===== src/hpd_pkg.sv =====
`timescale 1ns / 1ps
// ----------------------------------------------------------------------------
// hpd_pkg: shared types and constants of the heater PID duty controller
// Field widths, register indexes, reset values, datapath op codes, heat
// modes and the control/status structs between controller and datapath.
// ----------------------------------------------------------------------------
package hpd_pkg;

  // Field widths
  localparam int TEMP_W     = 12;
  localparam int SP_W       = 12;
  localparam int GAIN_W     = 32;
  localparam int PERIOD_W   = 16;
  localparam int DUTY_W     = 17;
  localparam int MODE_W     = 2;
  localparam int CFG_IDX_W  = 3;
  localparam int CFG_DATA_W = 32;

  // Datapath widths
  localparam int ERR_W    = 14;               // setpoint - temperature
  localparam int MUL_B_W  = 24;               // multiplier operand chunk
  localparam int PROD_W   = GAIN_W + MUL_B_W;
  localparam int KI_MAG_W = 2 * MUL_B_W;      // integral magnitude, two chunks
  localparam int TERM_W   = 54;               // term magnitude, held at 2^53
  localparam int ACC_W    = 56;               // signed sum of the three terms

  localparam logic [TERM_W-1:0] TERM_CAP  = TERM_W'(1) << (TERM_W - 1);
  localparam logic [DUTY_W-1:0] DUTY_FULL = DUTY_W'(1) << (DUTY_W - 1);

  // Register indexes
  localparam logic [CFG_IDX_W-1:0] REG_SETPOINT = 3'd0;
  localparam logic [CFG_IDX_W-1:0] REG_KP       = 3'd1;
  localparam logic [CFG_IDX_W-1:0] REG_KI       = 3'd2;
  localparam logic [CFG_IDX_W-1:0] REG_KD       = 3'd3;
  localparam logic [CFG_IDX_W-1:0] REG_CUTOFF   = 3'd4;
  localparam logic [CFG_IDX_W-1:0] REG_RESUME   = 3'd5;
  localparam logic [CFG_IDX_W-1:0] REG_BOOST    = 3'd6;
  localparam logic [CFG_IDX_W-1:0] REG_PERIOD   = 3'd7;

  // Register reset values
  localparam logic [SP_W-1:0]          RST_SETPOINT = 12'd0;
  localparam logic [GAIN_W-1:0]        RST_KP       = 32'd838861;
  localparam logic [GAIN_W-1:0]        RST_KI       = 32'd5033;
  localparam logic [GAIN_W-1:0]        RST_KD       = 32'd0;
  localparam logic signed [TEMP_W-1:0] RST_CUTOFF   = 12'sd1120;
  localparam logic signed [TEMP_W-1:0] RST_RESUME   = 12'sd960;
  localparam logic [SP_W-1:0]          RST_BOOST    = 12'd128;
  localparam logic [PERIOD_W-1:0]      RST_PERIOD   = 16'd7200;

  // Heat modes
  localparam logic [MODE_W-1:0] MODE_PID   = 2'd0;
  localparam logic [MODE_W-1:0] MODE_BOOST = 2'd1;
  localparam logic [MODE_W-1:0] MODE_OFF   = 2'd2;

  // Datapath ops
  localparam int OP_W = 4;
  localparam logic [OP_W-1:0] OP_NOP  = 4'd0;
  localparam logic [OP_W-1:0] OP_LOAD = 4'd1;
  localparam logic [OP_W-1:0] OP_EVAL = 4'd2;
  localparam logic [OP_W-1:0] OP_KP   = 4'd3;
  localparam logic [OP_W-1:0] OP_KD   = 4'd4;
  localparam logic [OP_W-1:0] OP_KIL  = 4'd5;
  localparam logic [OP_W-1:0] OP_KIH  = 4'd6;
  localparam logic [OP_W-1:0] OP_KIA  = 4'd7;
  localparam logic [OP_W-1:0] OP_KIS  = 4'd8;
  localparam logic [OP_W-1:0] OP_DUTY = 4'd9;
  localparam logic [OP_W-1:0] OP_CMPM = 4'd10;
  localparam logic [OP_W-1:0] OP_CMP  = 4'd11;

  // Sample classification from the evaluate step
  localparam int PATH_W = 2;
  localparam logic [PATH_W-1:0] PATH_NONE  = 2'd0;
  localparam logic [PATH_W-1:0] PATH_TRIP  = 2'd1;
  localparam logic [PATH_W-1:0] PATH_BOOST = 2'd2;
  localparam logic [PATH_W-1:0] PATH_PID   = 2'd3;

  typedef struct packed {
    logic [SP_W-1:0]          setpoint;
    logic [GAIN_W-1:0]        kp;
    logic [GAIN_W-1:0]        ki;
    logic [GAIN_W-1:0]        kd;
    logic signed [TEMP_W-1:0] cutoff;
    logic signed [TEMP_W-1:0] resume;
    logic [SP_W-1:0]          boost;
    logic [PERIOD_W-1:0]      period;
  } hpd_cfg_t;

  typedef struct packed {
    logic [OP_W-1:0] op;
  } hpd_cmd_t;

  typedef struct packed {
    logic [PATH_W-1:0] path;
    logic              out_free;
  } hpd_sts_t;

endpackage


===== src/hpd_if.sv =====
`timescale 1ns / 1ps
// ----------------------------------------------------------------------------
// hpd_if: channel interfaces of the heater PID duty controller
// Sample input, duty result and configuration write channels, each with
// valid/ready and a source and a sink modport.
// ----------------------------------------------------------------------------
interface hpd_in_if;
  import hpd_pkg::*;
  logic                     valid;
  logic                     ready;
  logic signed [TEMP_W-1:0] temperature;
  modport source (output valid, output temperature, input ready);
  modport sink   (input valid, input temperature, output ready);
endinterface

interface hpd_out_if;
  import hpd_pkg::*;
  logic                valid;
  logic                ready;
  logic [DUTY_W-1:0]   duty;
  logic [PERIOD_W-1:0] compare_value;
  logic [MODE_W-1:0]   heat_mode;
  modport source (output valid, output duty, output compare_value, output heat_mode,
                  input ready);
  modport sink   (input valid, input duty, input compare_value, input heat_mode,
                  output ready);
endinterface

interface hpd_cfg_if;
  import hpd_pkg::*;
  logic                  valid;
  logic                  ready;
  logic [CFG_IDX_W-1:0]  index;
  logic [CFG_DATA_W-1:0] data;
  modport source (output valid, output index, output data, input ready);
  modport sink   (input valid, input index, input data, output ready);
endinterface


===== src/hpd_cfg_regs.sv =====
`timescale 1ns / 1ps
// ----------------------------------------------------------------------------
// hpd_cfg_regs: configuration register file
// Eight registers written through the configuration channel; always ready.
// ----------------------------------------------------------------------------
module hpd_cfg_regs (
  input  logic                           clk,
  input  logic                           rst_n,
  input  logic                           cfg_valid,
  output logic                           cfg_ready,
  input  logic [hpd_pkg::CFG_IDX_W-1:0]  cfg_index,
  input  logic [hpd_pkg::CFG_DATA_W-1:0] cfg_data,
  output hpd_pkg::hpd_cfg_t              cfg
);
  import hpd_pkg::*;

  hpd_cfg_t cfg_r;

  assign cfg_ready = 1'b1;
  assign cfg       = cfg_r;

  // register writes
  always_ff @(posedge clk) begin
    if (!rst_n) begin
      cfg_r.setpoint <= RST_SETPOINT;
      cfg_r.kp       <= RST_KP;
      cfg_r.ki       <= RST_KI;
      cfg_r.kd       <= RST_KD;
      cfg_r.cutoff   <= RST_CUTOFF;
      cfg_r.resume   <= RST_RESUME;
      cfg_r.boost    <= RST_BOOST;
      cfg_r.period   <= RST_PERIOD;
    end else if (cfg_valid) begin
      case (cfg_index)
        REG_SETPOINT: cfg_r.setpoint <= cfg_data[SP_W-1:0];
        REG_KP:       cfg_r.kp       <= cfg_data[GAIN_W-1:0];
        REG_KI:       cfg_r.ki       <= cfg_data[GAIN_W-1:0];
        REG_KD:       cfg_r.kd       <= cfg_data[GAIN_W-1:0];
        REG_CUTOFF:   cfg_r.cutoff   <= signed'(cfg_data[TEMP_W-1:0]);
        REG_RESUME:   cfg_r.resume   <= signed'(cfg_data[TEMP_W-1:0]);
        REG_BOOST:    cfg_r.boost    <= cfg_data[SP_W-1:0];
        REG_PERIOD:   cfg_r.period   <= cfg_data[PERIOD_W-1:0];
        default: ;
      endcase
    end
  end

endmodule


===== src/hpd_ctrl.sv =====
`timescale 1ns / 1ps
// ----------------------------------------------------------------------------
// hpd_ctrl: sequencer of the heater PID duty controller
// Walks a sample through evaluate and the steps its path needs (multiply/
// accumulate, duty clamp, compare); one datapath op per cycle unless stalled.
// ----------------------------------------------------------------------------
module hpd_ctrl (
  input  logic              clk,
  input  logic              rst_n,
  input  logic              in_valid,
  output logic              in_ready,
  output hpd_pkg::hpd_cmd_t cmd,
  input  hpd_pkg::hpd_sts_t sts
);
  import hpd_pkg::*;

  localparam logic [3:0] S_IDLE = 4'd0;
  localparam logic [3:0] S_EVAL = 4'd1;
  localparam logic [3:0] S_KP   = 4'd2;
  localparam logic [3:0] S_KD   = 4'd3;
  localparam logic [3:0] S_KIL  = 4'd4;
  localparam logic [3:0] S_KIH  = 4'd5;
  localparam logic [3:0] S_KIA  = 4'd6;
  localparam logic [3:0] S_KIS  = 4'd7;
  localparam logic [3:0] S_DUTY = 4'd8;
  localparam logic [3:0] S_CMPM = 4'd9;
  localparam logic [3:0] S_CMP  = 4'd10;

  logic [3:0] state_r, state_nxt;

  // next state and op decode
  always_comb begin
    state_nxt = state_r;
    cmd.op    = OP_NOP;
    in_ready  = 1'b0;
    case (state_r)
      S_IDLE: begin
        in_ready = 1'b1;
        if (in_valid) begin
          cmd.op    = OP_LOAD;
          state_nxt = S_EVAL;
        end
      end
      S_EVAL: begin
        cmd.op = OP_EVAL;
        case (sts.path)
          PATH_NONE: state_nxt = S_IDLE;
          PATH_PID:  state_nxt = S_KP;
          default:   state_nxt = S_CMP;
        endcase
      end
      S_KP: begin
        cmd.op    = OP_KP;
        state_nxt = S_KD;
      end
      S_KD: begin
        cmd.op    = OP_KD;
        state_nxt = S_KIL;
      end
      S_KIL: begin
        cmd.op    = OP_KIL;
        state_nxt = S_KIH;
      end
      S_KIH: begin
        cmd.op    = OP_KIH;
        state_nxt = S_KIA;
      end
      S_KIA: begin
        cmd.op    = OP_KIA;
        state_nxt = S_KIS;
      end
      S_KIS: begin
        cmd.op    = OP_KIS;
        state_nxt = S_DUTY;
      end
      S_DUTY: begin
        cmd.op    = OP_DUTY;
        state_nxt = S_CMPM;
      end
      S_CMPM: begin
        cmd.op    = OP_CMPM;
        state_nxt = S_CMP;
      end
      S_CMP: begin
        // hold until the output register can take the item
        if (sts.out_free) begin
          cmd.op    = OP_CMP;
          state_nxt = S_IDLE;
        end
      end
      default: state_nxt = S_IDLE;
    endcase
  end

  always_ff @(posedge clk) begin
    if (!rst_n) begin
      state_r <= S_IDLE;
    end else begin
      state_r <= state_nxt;
    end
  end

endmodule


===== src/hpd_datapath.sv =====
`timescale 1ns / 1ps
// ----------------------------------------------------------------------------
// hpd_datapath: arithmetic and state of the heater PID duty controller
// Over-temperature latch, saturating integral, error history, one shared
// 32x24 multiplier, term accumulator, duty clamp and PWM compare result.
// ----------------------------------------------------------------------------
module hpd_datapath #(
  parameter int TEMP_WIDTH = 16,
  parameter int SUM_WIDTH  = 32
) (
  input  logic                                clk,
  input  logic                                rst_n,
  input  hpd_pkg::hpd_cfg_t                   cfg,
  input  hpd_pkg::hpd_cmd_t                   cmd,
  output hpd_pkg::hpd_sts_t                   sts,
  input  logic signed [hpd_pkg::TEMP_W-1:0]   in_temperature,
  output logic                                out_valid,
  input  logic                                out_ready,
  output logic [hpd_pkg::DUTY_W-1:0]          out_duty,
  output logic [hpd_pkg::PERIOD_W-1:0]        out_compare_value,
  output logic [hpd_pkg::MODE_W-1:0]          out_heat_mode
);
  import hpd_pkg::*;

  // stored error width, its saturation limits and the integral limits
  localparam int LE_W   = (TEMP_WIDTH < ERR_W) ? TEMP_WIDTH : ERR_W;
  localparam int DIFF_W = LE_W + 1;
  localparam logic signed [ERR_W-1:0] LE_HI = ERR_W'((1 << (LE_W - 1)) - 1);
  localparam logic signed [ERR_W-1:0] LE_LO = ERR_W'(-(1 << (LE_W - 1)));
  localparam logic signed [SUM_WIDTH-1:0] SUM_MAX = {1'b0, {(SUM_WIDTH-1){1'b1}}};
  localparam logic signed [SUM_WIDTH-1:0] SUM_MIN = {1'b1, {(SUM_WIDTH-1){1'b0}}};

  function automatic logic [ACC_W-1:0] signed_term(input logic [ACC_W-1:0] mag,
                                                   input logic neg);
    return neg ? (~mag + 1'b1) : mag;
  endfunction

  // state and working registers
  logic signed [TEMP_W-1:0]    temp_r;
  logic                        latched_r;
  logic signed [SUM_WIDTH-1:0] sum_r;
  logic signed [LE_W-1:0]      last_r, prev_r;
  logic                        err_neg_r, diff_neg_r, sum_neg_r;
  logic [ERR_W-2:0]            err_mag_r;
  logic [LE_W-1:0]             diff_mag_r;
  logic [KI_MAG_W-1:0]         ki_mag_r;
  logic [PROD_W-1:0]           prod_r;
  logic [TERM_W-1:0]           tmag_r, tmag_nxt;
  logic signed [ACC_W-1:0]     acc_r;
  logic [DUTY_W-1:0]           duty_r;
  logic [MODE_W-1:0]           mode_r;
  logic                        out_valid_r;
  logic [DUTY_W-1:0]           out_duty_r;
  logic [PERIOD_W-1:0]         out_cmp_r;
  logic [MODE_W-1:0]           out_mode_r;

  // evaluate-step signals
  logic                        trip, release_hit, latched_eval;
  logic signed [ERR_W-1:0]     err, err_le;
  logic [ERR_W-1:0]            err_abs;
  logic signed [DIFF_W-1:0]    diff;
  logic [DIFF_W-1:0]           diff_abs;
  logic signed [SUM_WIDTH-1:0] sum_base, sum_sat;
  logic [SUM_WIDTH:0]          sum_wide;
  logic [SUM_WIDTH-1:0]        sum_abs;
  logic [PATH_W-1:0]           path;

  // multiplier and compare signals
  logic [GAIN_W-1:0]           mul_a;
  logic [MUL_B_W-1:0]          mul_b;
  logic [PROD_W-1:0]           mul_p;
  logic [TERM_W:0]             ki_sum;
  logic                        ki_hi_big;
  logic [PERIOD_W-1:0]         cmp_val;

  // classify the sample, latch, integral and error history
  always_comb begin
    trip         = temp_r > cfg.cutoff;
    release_hit  = temp_r < cfg.resume;
    latched_eval = release_hit ? 1'b0 : (trip | latched_r);
    err          = $signed({2'b00, cfg.setpoint}) - {{(ERR_W-TEMP_W){temp_r[TEMP_W-1]}}, temp_r};
    err_abs      = err[ERR_W-1] ? (~err + 1'b1) : err;
    sum_base     = trip ? '0 : sum_r;
    sum_wide     = {sum_base[SUM_WIDTH-1], sum_base}
                 + {{(SUM_WIDTH+1-ERR_W){err[ERR_W-1]}}, err};
    if (sum_wide[SUM_WIDTH] != sum_wide[SUM_WIDTH-1]) begin
      sum_sat = sum_wide[SUM_WIDTH] ? SUM_MIN : SUM_MAX;
    end else begin
      sum_sat = sum_wide[SUM_WIDTH-1:0];
    end
    if (err > LE_HI) begin
      err_le = LE_HI;
    end else if (err < LE_LO) begin
      err_le = LE_LO;
    end else begin
      err_le = err;
    end
    diff     = {last_r[LE_W-1], last_r} - {prev_r[LE_W-1], prev_r};
    diff_abs = diff[DIFF_W-1] ? (~diff + 1'b1) : diff;
    sum_abs  = sum_r[SUM_WIDTH-1] ? (~sum_r + 1'b1) : sum_r;
    if (latched_eval) begin
      path = trip ? PATH_TRIP : PATH_NONE;
    end else if (err > $signed({2'b00, cfg.boost})) begin
      path = PATH_BOOST;
    end else begin
      path = PATH_PID;
    end
  end

  assign sts.path     = path;
  assign sts.out_free = !out_valid_r || out_ready;

  // shared multiplier operand select
  always_comb begin
    case (cmd.op)
      OP_KP: begin
        mul_a = cfg.kp;
        mul_b = MUL_B_W'(err_mag_r);
      end
      OP_KD: begin
        mul_a = cfg.kd;
        mul_b = MUL_B_W'(diff_mag_r);
      end
      OP_KIL: begin
        mul_a = cfg.ki;
        mul_b = ki_mag_r[MUL_B_W-1:0];
      end
      OP_KIH: begin
        mul_a = cfg.ki;
        mul_b = ki_mag_r[KI_MAG_W-1:MUL_B_W];
      end
      OP_CMPM: begin
        mul_a = GAIN_W'(cfg.period);
        mul_b = MUL_B_W'(duty_r[DUTY_W-2:0]);
      end
      default: begin
        mul_a = '0;
        mul_b = '0;
      end
    endcase
  end

  assign mul_p = mul_a * mul_b;

  // integral term magnitude, held at the cap
  always_comb begin
    ki_hi_big = |prod_r[PROD_W-1:TERM_W-1-MUL_B_W];
    ki_sum    = {1'b0, tmag_r}
              + (TERM_W+1)'({prod_r[TERM_W-2-MUL_B_W:0], {MUL_B_W{1'b0}}});
    case (cmd.op)
      OP_KIH:  tmag_nxt = (prod_r >= PROD_W'(TERM_CAP)) ? TERM_CAP : prod_r[TERM_W-1:0];
      OP_KIA:  tmag_nxt = (ki_hi_big || ki_sum >= (TERM_W+1)'(TERM_CAP)) ? TERM_CAP
                                                                      : ki_sum[TERM_W-1:0];
      default: tmag_nxt = tmag_r;
    endcase
  end

  // PWM compare from the final duty
  always_comb begin
    if (duty_r == '0) begin
      cmp_val = cfg.period;
    end else if (duty_r[DUTY_W-1]) begin
      cmp_val = '0;
    end else if (cfg.period == '0) begin
      cmp_val = '0;
    end else begin
      cmp_val = cfg.period - 1'b1 - prod_r[2*PERIOD_W-1:PERIOD_W];
    end
  end

  // control state: latch, integral, error history, output valid
  always_ff @(posedge clk) begin
    if (!rst_n) begin
      latched_r   <= 1'b0;
      sum_r       <= '0;
      last_r      <= '0;
      prev_r      <= '0;
      out_valid_r <= 1'b0;
    end else begin
      if (cmd.op == OP_EVAL) begin
        latched_r <= latched_eval;
        sum_r     <= (path == PATH_PID) ? sum_sat : sum_base;
        if (path == PATH_PID) begin
          prev_r <= last_r;
          last_r <= err_le[LE_W-1:0];
        end
      end
      if (cmd.op == OP_CMP) begin
        out_valid_r <= 1'b1;
      end else if (out_ready) begin
        out_valid_r <= 1'b0;
      end
    end
  end

  // payload registers
  always_ff @(posedge clk) begin
    tmag_r <= tmag_nxt;
    case (cmd.op)
      OP_LOAD: temp_r <= in_temperature;
      OP_EVAL: begin
        err_neg_r  <= err[ERR_W-1];
        err_mag_r  <= err_abs[ERR_W-2:0];
        diff_neg_r <= diff[DIFF_W-1];
        diff_mag_r <= diff_abs[LE_W-1:0];
        if (path == PATH_TRIP) begin
          duty_r <= '0;
          mode_r <= MODE_OFF;
        end else begin
          duty_r <= DUTY_FULL;
          mode_r <= MODE_BOOST;
        end
      end
      OP_KP: begin
        prod_r    <= mul_p;
        sum_neg_r <= sum_r[SUM_WIDTH-1];
        ki_mag_r  <= KI_MAG_W'(sum_abs);
      end
      OP_KD: begin
        prod_r <= mul_p;
        acc_r  <= signed_term(ACC_W'(prod_r), err_neg_r);
      end
      OP_KIL: begin
        prod_r <= mul_p;
        acc_r  <= acc_r + signed_term(ACC_W'(prod_r), diff_neg_r);
      end
      OP_KIH:  prod_r <= mul_p;
      OP_KIS:  acc_r  <= acc_r + signed_term(ACC_W'(tmag_r), sum_neg_r);
      OP_DUTY: begin
        mode_r <= MODE_PID;
        if (acc_r[ACC_W-1] || acc_r == '0) begin
          duty_r <= '0;
        end else if (|acc_r[ACC_W-2:24]) begin
          duty_r <= DUTY_FULL;
        end else begin
          duty_r <= {1'b0, acc_r[23:8]};
        end
      end
      OP_CMPM: prod_r <= mul_p;
      OP_CMP: begin
        out_duty_r <= duty_r;
        out_cmp_r  <= cmp_val;
        out_mode_r <= mode_r;
      end
      default: ;
    endcase
  end

  assign out_valid         = out_valid_r;
  assign out_duty          = out_duty_r;
  assign out_compare_value = out_cmp_r;
  assign out_heat_mode     = out_mode_r;

endmodule


===== src/heater_pid_duty_controller.sv =====
`timescale 1ns / 1ps
// ----------------------------------------------------------------------------
// heater_pid_duty_controller: heater duty from temperature samples
// Over-temperature latch, boost, and positional PID on 8.24 gains, giving a
// 1.16 duty, a PWM compare value and the heat mode.
//
//   channel | port   | direction | moves
//   --------+--------+-----------+-----------------------------------------
//   input   | in_ch  | sink      | one temperature sample per item
//   result  | out_ch | source    | duty, compare_value, heat_mode per item
//   config  | cfg_ch | sink      | register index and write data
//
// One item at a time. A PID item runs evaluate, four passes through the one
// 32x24 multiplier with accumulate, two integral saturation steps, duty
// clamp, compare multiply and compare, which loads the output register.
// Trip and boost items go from evaluate straight to compare; a latched
// sample with no result ends after evaluate. The next item is taken the
// cycle after its last step. Synchronous active-low reset, no clearing
// pass. The compare step waits while the output register is full.
// ----------------------------------------------------------------------------
module heater_pid_duty_controller #(
  parameter int TEMP_WIDTH = 16,
  parameter int SUM_WIDTH  = 32
) (
  input logic       clk,
  input logic       rst_n,
  hpd_in_if.sink    in_ch,
  hpd_out_if.source out_ch,
  hpd_cfg_if.sink   cfg_ch
);
  import hpd_pkg::*;

  hpd_cfg_t cfg;
  hpd_cmd_t cmd;
  hpd_sts_t sts;

  hpd_cfg_regs u_cfg_regs (
    .clk       (clk),
    .rst_n     (rst_n),
    .cfg_valid (cfg_ch.valid),
    .cfg_ready (cfg_ch.ready),
    .cfg_index (cfg_ch.index),
    .cfg_data  (cfg_ch.data),
    .cfg       (cfg)
  );

  hpd_ctrl u_ctrl (
    .clk      (clk),
    .rst_n    (rst_n),
    .in_valid (in_ch.valid),
    .in_ready (in_ch.ready),
    .cmd      (cmd),
    .sts      (sts)
  );

  hpd_datapath #(
    .TEMP_WIDTH (TEMP_WIDTH),
    .SUM_WIDTH  (SUM_WIDTH)
  ) u_datapath (
    .clk               (clk),
    .rst_n             (rst_n),
    .cfg               (cfg),
    .cmd               (cmd),
    .sts               (sts),
    .in_temperature    (in_ch.temperature),
    .out_valid         (out_ch.valid),
    .out_ready         (out_ch.ready),
    .out_duty          (out_ch.duty),
    .out_compare_value (out_ch.compare_value),
    .out_heat_mode     (out_ch.heat_mode)
  );

endmodule


===== src/flat_wrapper.sv =====
// flat-port wrapper written by rule: the top's interface ports become plain ports
module heater_pid_duty_controller_flat import hpd_pkg::*;
#(
  parameter int TEMP_WIDTH = 16,
  parameter int SUM_WIDTH  = 32
)
  (clk, rst_n, in_ch_valid, in_ch_temperature, in_ch_ready, out_ch_valid, out_ch_duty, out_ch_compare_value, out_ch_heat_mode, out_ch_ready, cfg_ch_valid, cfg_ch_index, cfg_ch_data, cfg_ch_ready);
  hpd_in_if in_ch_i ();
  hpd_out_if out_ch_i ();
  hpd_cfg_if cfg_ch_i ();
  input logic clk;
  input logic rst_n;
  input wire logic [$bits(in_ch_i.valid)-1:0] in_ch_valid;
  input wire logic [$bits(in_ch_i.temperature)-1:0] in_ch_temperature;
  output wire logic [$bits(in_ch_i.ready)-1:0] in_ch_ready;
  output wire logic [$bits(out_ch_i.valid)-1:0] out_ch_valid;
  output wire logic [$bits(out_ch_i.duty)-1:0] out_ch_duty;
  output wire logic [$bits(out_ch_i.compare_value)-1:0] out_ch_compare_value;
  output wire logic [$bits(out_ch_i.heat_mode)-1:0] out_ch_heat_mode;
  input wire logic [$bits(out_ch_i.ready)-1:0] out_ch_ready;
  input wire logic [$bits(cfg_ch_i.valid)-1:0] cfg_ch_valid;
  input wire logic [$bits(cfg_ch_i.index)-1:0] cfg_ch_index;
  input wire logic [$bits(cfg_ch_i.data)-1:0] cfg_ch_data;
  output wire logic [$bits(cfg_ch_i.ready)-1:0] cfg_ch_ready;
  assign in_ch_i.valid = in_ch_valid;
  assign in_ch_i.temperature = in_ch_temperature;
  assign in_ch_ready = in_ch_i.ready;
  assign out_ch_valid = out_ch_i.valid;
  assign out_ch_duty = out_ch_i.duty;
  assign out_ch_compare_value = out_ch_i.compare_value;
  assign out_ch_heat_mode = out_ch_i.heat_mode;
  assign out_ch_i.ready = out_ch_ready;
  assign cfg_ch_i.valid = cfg_ch_valid;
  assign cfg_ch_i.index = cfg_ch_index;
  assign cfg_ch_i.data = cfg_ch_data;
  assign cfg_ch_ready = cfg_ch_i.ready;
  heater_pid_duty_controller #(.TEMP_WIDTH(TEMP_WIDTH), .SUM_WIDTH(SUM_WIDTH)) u_core (.clk(clk), .rst_n(rst_n), .in_ch(in_ch_i), .out_ch(out_ch_i), .cfg_ch(cfg_ch_i));
endmodule

===== config.mk =====
export PLATFORM = sky130hd
export DESIGN_NAME = heater_pid_duty_controller_flat
export DESIGN_NICKNAME = d
export VERILOG_FILES = /design/src/hpd_pkg.sv /design/src/hpd_if.sv /design/src/hpd_cfg_regs.sv /design/src/hpd_ctrl.sv /design/src/hpd_datapath.sv /design/src/heater_pid_duty_controller.sv /design/src/flat_wrapper.sv
export SDC_FILE = /design/constraint.sdc
export NUM_CORES = 2
export LEC_CHECK = 0
export BUFFER_PORTS_ARGS = -buffer_cell sky130_fd_sc_hd__buf_2
export CAP_MARGIN = 20
export CORE_ASPECT_RATIO = 1.75
export CORE_MARGIN = 10
export CORE_UTILIZATION = 30
export DETAILED_ROUTE_END_ITERATION = 8
export PLACE_DENSITY = 0.46
export SLEW_MARGIN = 20
export SYNTH_ARGS = -nofsm -noshare
export SYNTH_HDL_FRONTEND = slang
export SYNTH_HIERARCHICAL = 1
export SYNTH_SLANG_ARGS = --single-unit

===== constraint.sdc =====
create_clock -name clk -period 15.3 [get_ports clk]
set_input_delay 3.06 -clock clk [delete_from_list [all_inputs] [get_ports clk]]
set_output_delay 3.06 -clock clk [all_outputs]
set_load 0.005 [all_outputs]

* Word-level counts from Yosys, hierarchy flattened
Cells that the tools add are included.
** Storage, ports and cells
- Bits in registers :: 520
- Output and inout bits :: 38
- Input port bits :: 52
- Word-level logic and storage cells :: 159
** Cells by class
- Reduce and logical (&&, ||, !) cells :: 28
- Order comparisons :: 7
- Bitwise gates (word level) :: 6
- $mul :: 1
- Muxes and demuxes :: 41
- Equal/unequal tests :: 33
- Add/sub/neg operators :: 13
** Operator list (number)
- 2-to-1 mux 56 bit :: 3
- one-hot mux 56 bit (3 select lines) :: 1
- 2-to-1 mux 32 bit :: 4
- one-hot mux 32 bit (4 select lines) :: 1
- one-hot mux 24 bit (5 select lines) :: 1
- adder 56 x 1 -> 56 bit (second input constant) :: 2
- adder 56 bit :: 2
- 2-to-1 mux 54 bit :: 2
- one-hot mux 54 bit (2 select lines) :: 1
- one-hot mux 4 bit (11 select lines) :: 2
- greater-or-equal comparator 56 x 54 -> 1 bit (second input constant) :: 1
- zero test 56 bit :: 1
- multiplier 32 x 24 -> 56 bit :: 1
- NOT 54 -> 56 bit :: 1
- NOT 56 bit :: 1
- adder 54 x 53 -> 55 bit :: 1
- greater-or-equal comparator 55 x 54 -> 1 bit (second input constant) :: 1
- 2-to-1 mux 17 bit :: 3
- 2-to-1 mux 16 bit :: 3
- 2-to-1 mux 14 bit :: 3
- one-hot mux 17 bit (2 select lines) :: 1
- adder 32 x 14 -> 33 bit :: 1
- adder 32 x 1 -> 32 bit (second input constant) :: 1
- equality test 4 x 3 -> 1 bit (second input constant) :: 8
- 47 further kinds :: 83

* Logic depth before layout (Yosys ltp)
- Depth after elaboration :: 8
- Gate-level depth with buffers :: 39
- Mapped depth without buffers :: 34

* Hierarchy
Netlist, hierarchy kept.
** Modules (own cells, without submodules)
- hpd_datapath :: seq. area each 10069.7 µm², area an instance 51882.3 µm², times used 1, cells an instance 6052
- hpd_cfg_regs :: seq. area each 3203.1 µm², area an instance 6019.5 µm², times used 1, cells an instance 582
- hpd_ctrl :: seq. area each 80.1 µm², area an instance 346.6 µm², times used 1, cells an instance 42

* Worst setup path before layout
Ideal clock, no wire load.
- Path type :: input to register
- Start point :: input out_ch_ready
- End point :: register u_core.u_datapath.prod_r[51] (data pin)
- Library setup time :: 0.264 ns
- Cell stages on the path :: 36
- Slack :: 2.769 ns
- Data required time :: 15.036 ns
- Arrival :: 12.267 ns
- Buffers on the path :: 3
- Cell sequence :: nand2b_1 > o21ai_1 > a211oi_1 > clkbuf_1 > nand2_1 > nor3_1 > clkbuf_1 > nand2_1 > nand4_1 > clkbuf_1 > nand2_1 > fa_1 > inv_1 > fa_1 > inv_1 > fa_1 > inv_1 > fa_1 > inv_1 > fa_1 > inv_1 > fa_1 > inv_1 > fa_1 > inv_1 > ha_1 > a21o_1 > a21oi_1 > nand2b_1 > a21oi_1 > o41a_1 > a221o_1 > a31oi_1 > o31ai_1 > a21boi_0 > xnor2_1
** RTL lines
- start, declared :: RTL line flat_wrapper.sv:20 : input wire logic [$bits(out_ch_i.ready)-1:0] out_ch_ready;
- end signal, assigned :: RTL line hpd_datapath.sv:215 : prod_r <= mul_p;
- end signal, assigned :: RTL line hpd_datapath.sv:220 : prod_r <= mul_p;
- end signal, assigned :: RTL line hpd_datapath.sv:224 : prod_r <= mul_p;
- end, declared :: RTL line hpd_datapath.sv:47 : logic [PROD_W-1:0] prod_r;

==> summary.txt <==
Hold path
  – Worst hold path type: flip-flop to flip-flop
  – Hold Startpoint: u_core/u_datapath/mode_r[0]
  – Hold Crit Depth: 0
  – WHS Endpoint: u_core/u_datapath/out_heat_mode[0]

Worst setup path
  – CP max stage delay: ~0.85 ns
  – Worst R2R Path Depth: 31
  – Crit path kind: primary input to flip-flop
  – Worst r2r src: u_core/u_ctrl/state_r[3]
  – Crit end category: flip-flop
  – Worst reg2reg path endpoint: u_core/u_datapath/prod_r[53]
  – R2R setup slack: around 4.4 ns
  – Crit-path slowest cell: nand2_1
  – Worst setup SP type: primary input
  – Most frequent CP cell: fa_1
  – Arrival @ worst endpoint: 13.45 ns
  – Critical-path maximum fanout: 72
  – WP data required: about 16 ns

STA
  – Final setup viols: 0
  – Min cycle time layout: about 13 ns
  – Setup TNS: 0 ns
  – Slew HR: ~18%
  – Final Skew: approximately 0.079 ns
  – Max Slew Vio Count: 0
  – RSZ-0062 raised after global routing: no
  – Fmax: ~77 MHz
  – Final Hold Fails: 0
  – Worst-Margin Slew: approximately 1.2 ns
  – Ratio of final minimum period to clock period: a little over four fifths
  – PnR worst setup slack: roughly 2.3 ns

GRT
  – Largest net degree at the start of global routing: 88
  – Grt met3 use: between 2 and 2.5%
  – Overall Global Routing Usage: 21.0%
  – Antenna violations before repair: 9
  – Gr ovfl total: 0
  – Met1 Resource Use GR: 22.3%
  – Grt peak-use layer: met2
  – Grt met2 use: between 30% and 40%
  – First-pass GRT wire length: 335 mm
  – Vias in the first global route: between 50000 and 60000

Placement
  – Port bufs: about 90
  – Gpl congestion: 0.953
  – Dpl ws: ~1.5 ns
  – Dpl cells: roughly 9100
  – Hpwl dp: between 150 and 200 mm

Die
  – Die Y: 603 um
  – Initial Utilization: between 30% and 40%
  – I/O pin count: 90
  – Die area: around 0.21 mm2
  – Core ar.: 0.193 mm2
  – Num rows: roughly 210
  – Die W: about 350 um

Clock tree
  – Clock transition at path regs: ~0.060 ns
  – CTS sink cnt: 520
  – Clock buffer depth: 3
  – Root buf cell: clkbuf_16
  – Setup repair bufs after CTS: 0
  – Htree depth: 2
  – CTS hold repair buffers: 0
  – Clk_lat worst skew: around 0.73 ns
  – CTS tree: built
  – Cts bufs inserted: ~60
  – CTS resizes: 0

Power
  – VDD IR max: roughly 0.00010 V
  – Total power: 9.74 mW
  – LEAKAGE: approximately 28 nW
  – Power per Cell Area: 153 mW/mm2

Final layout
  – P&R area growth vs syn: 9.61%
  – Final net count: between 7000 and 8000
  – Fillers: approximately 20000
  – Share of cells above drive strength 1: 5.94%
  – Final non-filler cell total: 9251

Logic synthesis
  – Cell taking the most area after synthesis: fa_1
  – Warnings from Yosys: 6
  – #FFs+latches synth: 520
  – Cell variety after synth: 93
  – Post-Syn Instances: around 6700
  – Seq/Total Area, Yosys: 22.9%
  – Synth Net Count: slightly below 8000
  – Most common flop cell mapped by yosys: edfxtp_1
  – Ys async rst share: 0%
  – Post-synth EDFFs: ~290
  – Cell with the most instances after synthesis: nand2_1
  – Commonest cells in the netlist: 1121 x nand2_1, 915 x inv_1, 664 x fa_1, 495 x nor2_1, 381 x ha_1
  – Post-Syn Area: between 0.05 and 0.06 mm2
  – Main area contributors after synthesis: fa_1 23%, edfxtp_1 15%, ha_1 8.2%
  – Syn avg cell area: around 8.7 um2
  – Synth top area share: a little under a quarter

Drt
  – DR vias: around 48000
  – DRC Markers: 0
  – Remaining antenna violation count after routing: 0
  – Final Routed Wirelength: about 230 mm
  – Detailed-route wire length per cell: about 25 um
  – Vias per inst: between 5 and 6
  – DR pass1 iterations: 5
  – 1st-iter DRT viols: ~3100

Run
  – MaxCap Viol Count: 0

Run status
  – Status: finished clean
## cells in the final DEF, fill, tap and decap left out, types with 43 or more instances in the layout
master,netlist,layout
ha_1,381,381
buf_4,5,123
nor2_1,495,490
nand2_1,1121,1117
o21ai_0,237,236
clkbuf_16,0,65
buf_2,16,87
or3_1,43,43
nor3_1,62,57
mux2i_1,188,188
nand4_1,63,63
and2_1,97,94
nand3_1,62,62
a21oi_1,264,263
fa_1,664,664
a21o_1,106,106
o31ai_1,58,58
nor2b_1,88,88
edfxtp_1,294,294
xor2_1,132,132
xnor2_1,264,264
inv_1,915,913
dfxtp_1,226,226
## layout make-up
type	instances	area (um2)	area share [%]
Clock inverter	32	350	0.549
Inverter	919	3450	5.40
Multi-Input combinational cell	4901	40300	63.1
Sequential cell	520	13400	20.9
Clock buffer	82	1780	2.79
Antenna cell	4	10.0	0.0157
Timing Repair Buffer	213	1410	2.20
Tap cell	2580	3230	5.06
## layer usage
metal  vias to the layer above  share of wire [%]
met5                         -              0.013
met4                         4                7.6
met3                       531                3.9
met2                      1409                 52
met1                     24016                 36
li1                      21775                  -
## flip-flops by register name, indices dropped and copies added (netlist names)
signal / flops
u_core/u_datapath/mode_r: 2
u_core/u_datapath/tmag_r: 54
u_core/u_datapath/out_valid: 1
u_core/u_datapath/diff_neg_r: 1
u_core/u_datapath/temp_r: 12
u_core/u_datapath/out_heat_mode: 2
u_core/u_cfg_regs/cfg: 160
u_core/u_datapath/out_duty: 17
u_core/u_datapath/diff_mag_r: 14
u_core/u_datapath/prod_r: 56
u_core/u_datapath/duty_r: 17
u_core/u_datapath/sum_r: 32
u_core/u_datapath/latched_r: 1
u_core/u_datapath/out_compare_value: 16
u_core/u_datapath/err_neg_r: 1
u_core/u_datapath/err_mag_r: 13
u_core/u_datapath/acc_r: 56
u_core/u_datapath/prev_r: 14
u_core/u_datapath/sum_neg_r: 1
u_core/u_datapath/last_r: 14
u_core/u_datapath/ki_mag_r: 32
u_core/u_ctrl/state_r: 4
## critical path: cells and delay by family
family	cells	cell delay [ns]
xor gates and xnor gates	1	0.13
AOI/OAI and AO/OA	8	2.56
and+or+nand+nor	8	2.68
buffers and inverters	8	0.95
adders and majority gates	8	3.94
## where the power goes
group | total (mW) | leakage [nW] | internal, mW | switching [mW]
Combinational | 5.78 | 22.7 | 2.01 | 3.78
Sequential | 2.39 | 4.57 | 1.92 | 0.464
Clock | 1.57 | 1.05 | 0.877 | 0.692
Total | 9.74 | 28.3 | 4.81 | 4.93
## how the worst max path moves through the flow
| stage | from | endpoint | depth (start not counted) |
|---|---|---|---|
| 3_3_place_gp | out_ch_ready | u_core/u_datapath/prod_r[53] | 33 |
| 5_1_grt | out_ch_ready | u_core/u_datapath/prod_r[53] | 33 |
| 2_1_floorplan | out_ch_ready | u_core/u_datapath/prod_r[51] | 36 |
| 6_report | out_ch_ready | u_core/u_datapath/prod_r[53] | 33 |
| 4_1_cts | out_ch_ready | u_core/u_datapath/prod_r[53] | 33 |
| 3_5_place_dp | out_ch_ready | u_core/u_datapath/prod_r[53] | 33 |
## through the flow
step | instance area [um2] | util (%) | hold WS (ns)
after floorplan | 58200 | - | 0.400
after global placement | 61700 | 32.0 | 0.412
after detailed placement | 61700 | 32.0 | 0.415
after CTS | 63800 | 33.1 | 0.430
after global routing | 63800 | 33.1 | 0.441
final | 63800 | 33.1 | 0.428
## kinds of logic after synthesis
| group | count (synthesis) | synth area share [%] |
|---|---|---|
| AND/OR/NAND/NOR | 2231 | 17.1 |
| multiplexers | 189 | 3.25 |
| AO/OA/AOI/OAI | 1039 | 11.5 |
| flip-flops | 520 | 22.9 |
| adder cells (fa/ha/maj) | 1045 | 31.0 |
| buffers and inverters | 1255 | 8.25 |
| other | 1 | 0.00644 |
| XOR/XNOR | 396 | 5.95 |
Power figures use the tool's default switching activity.
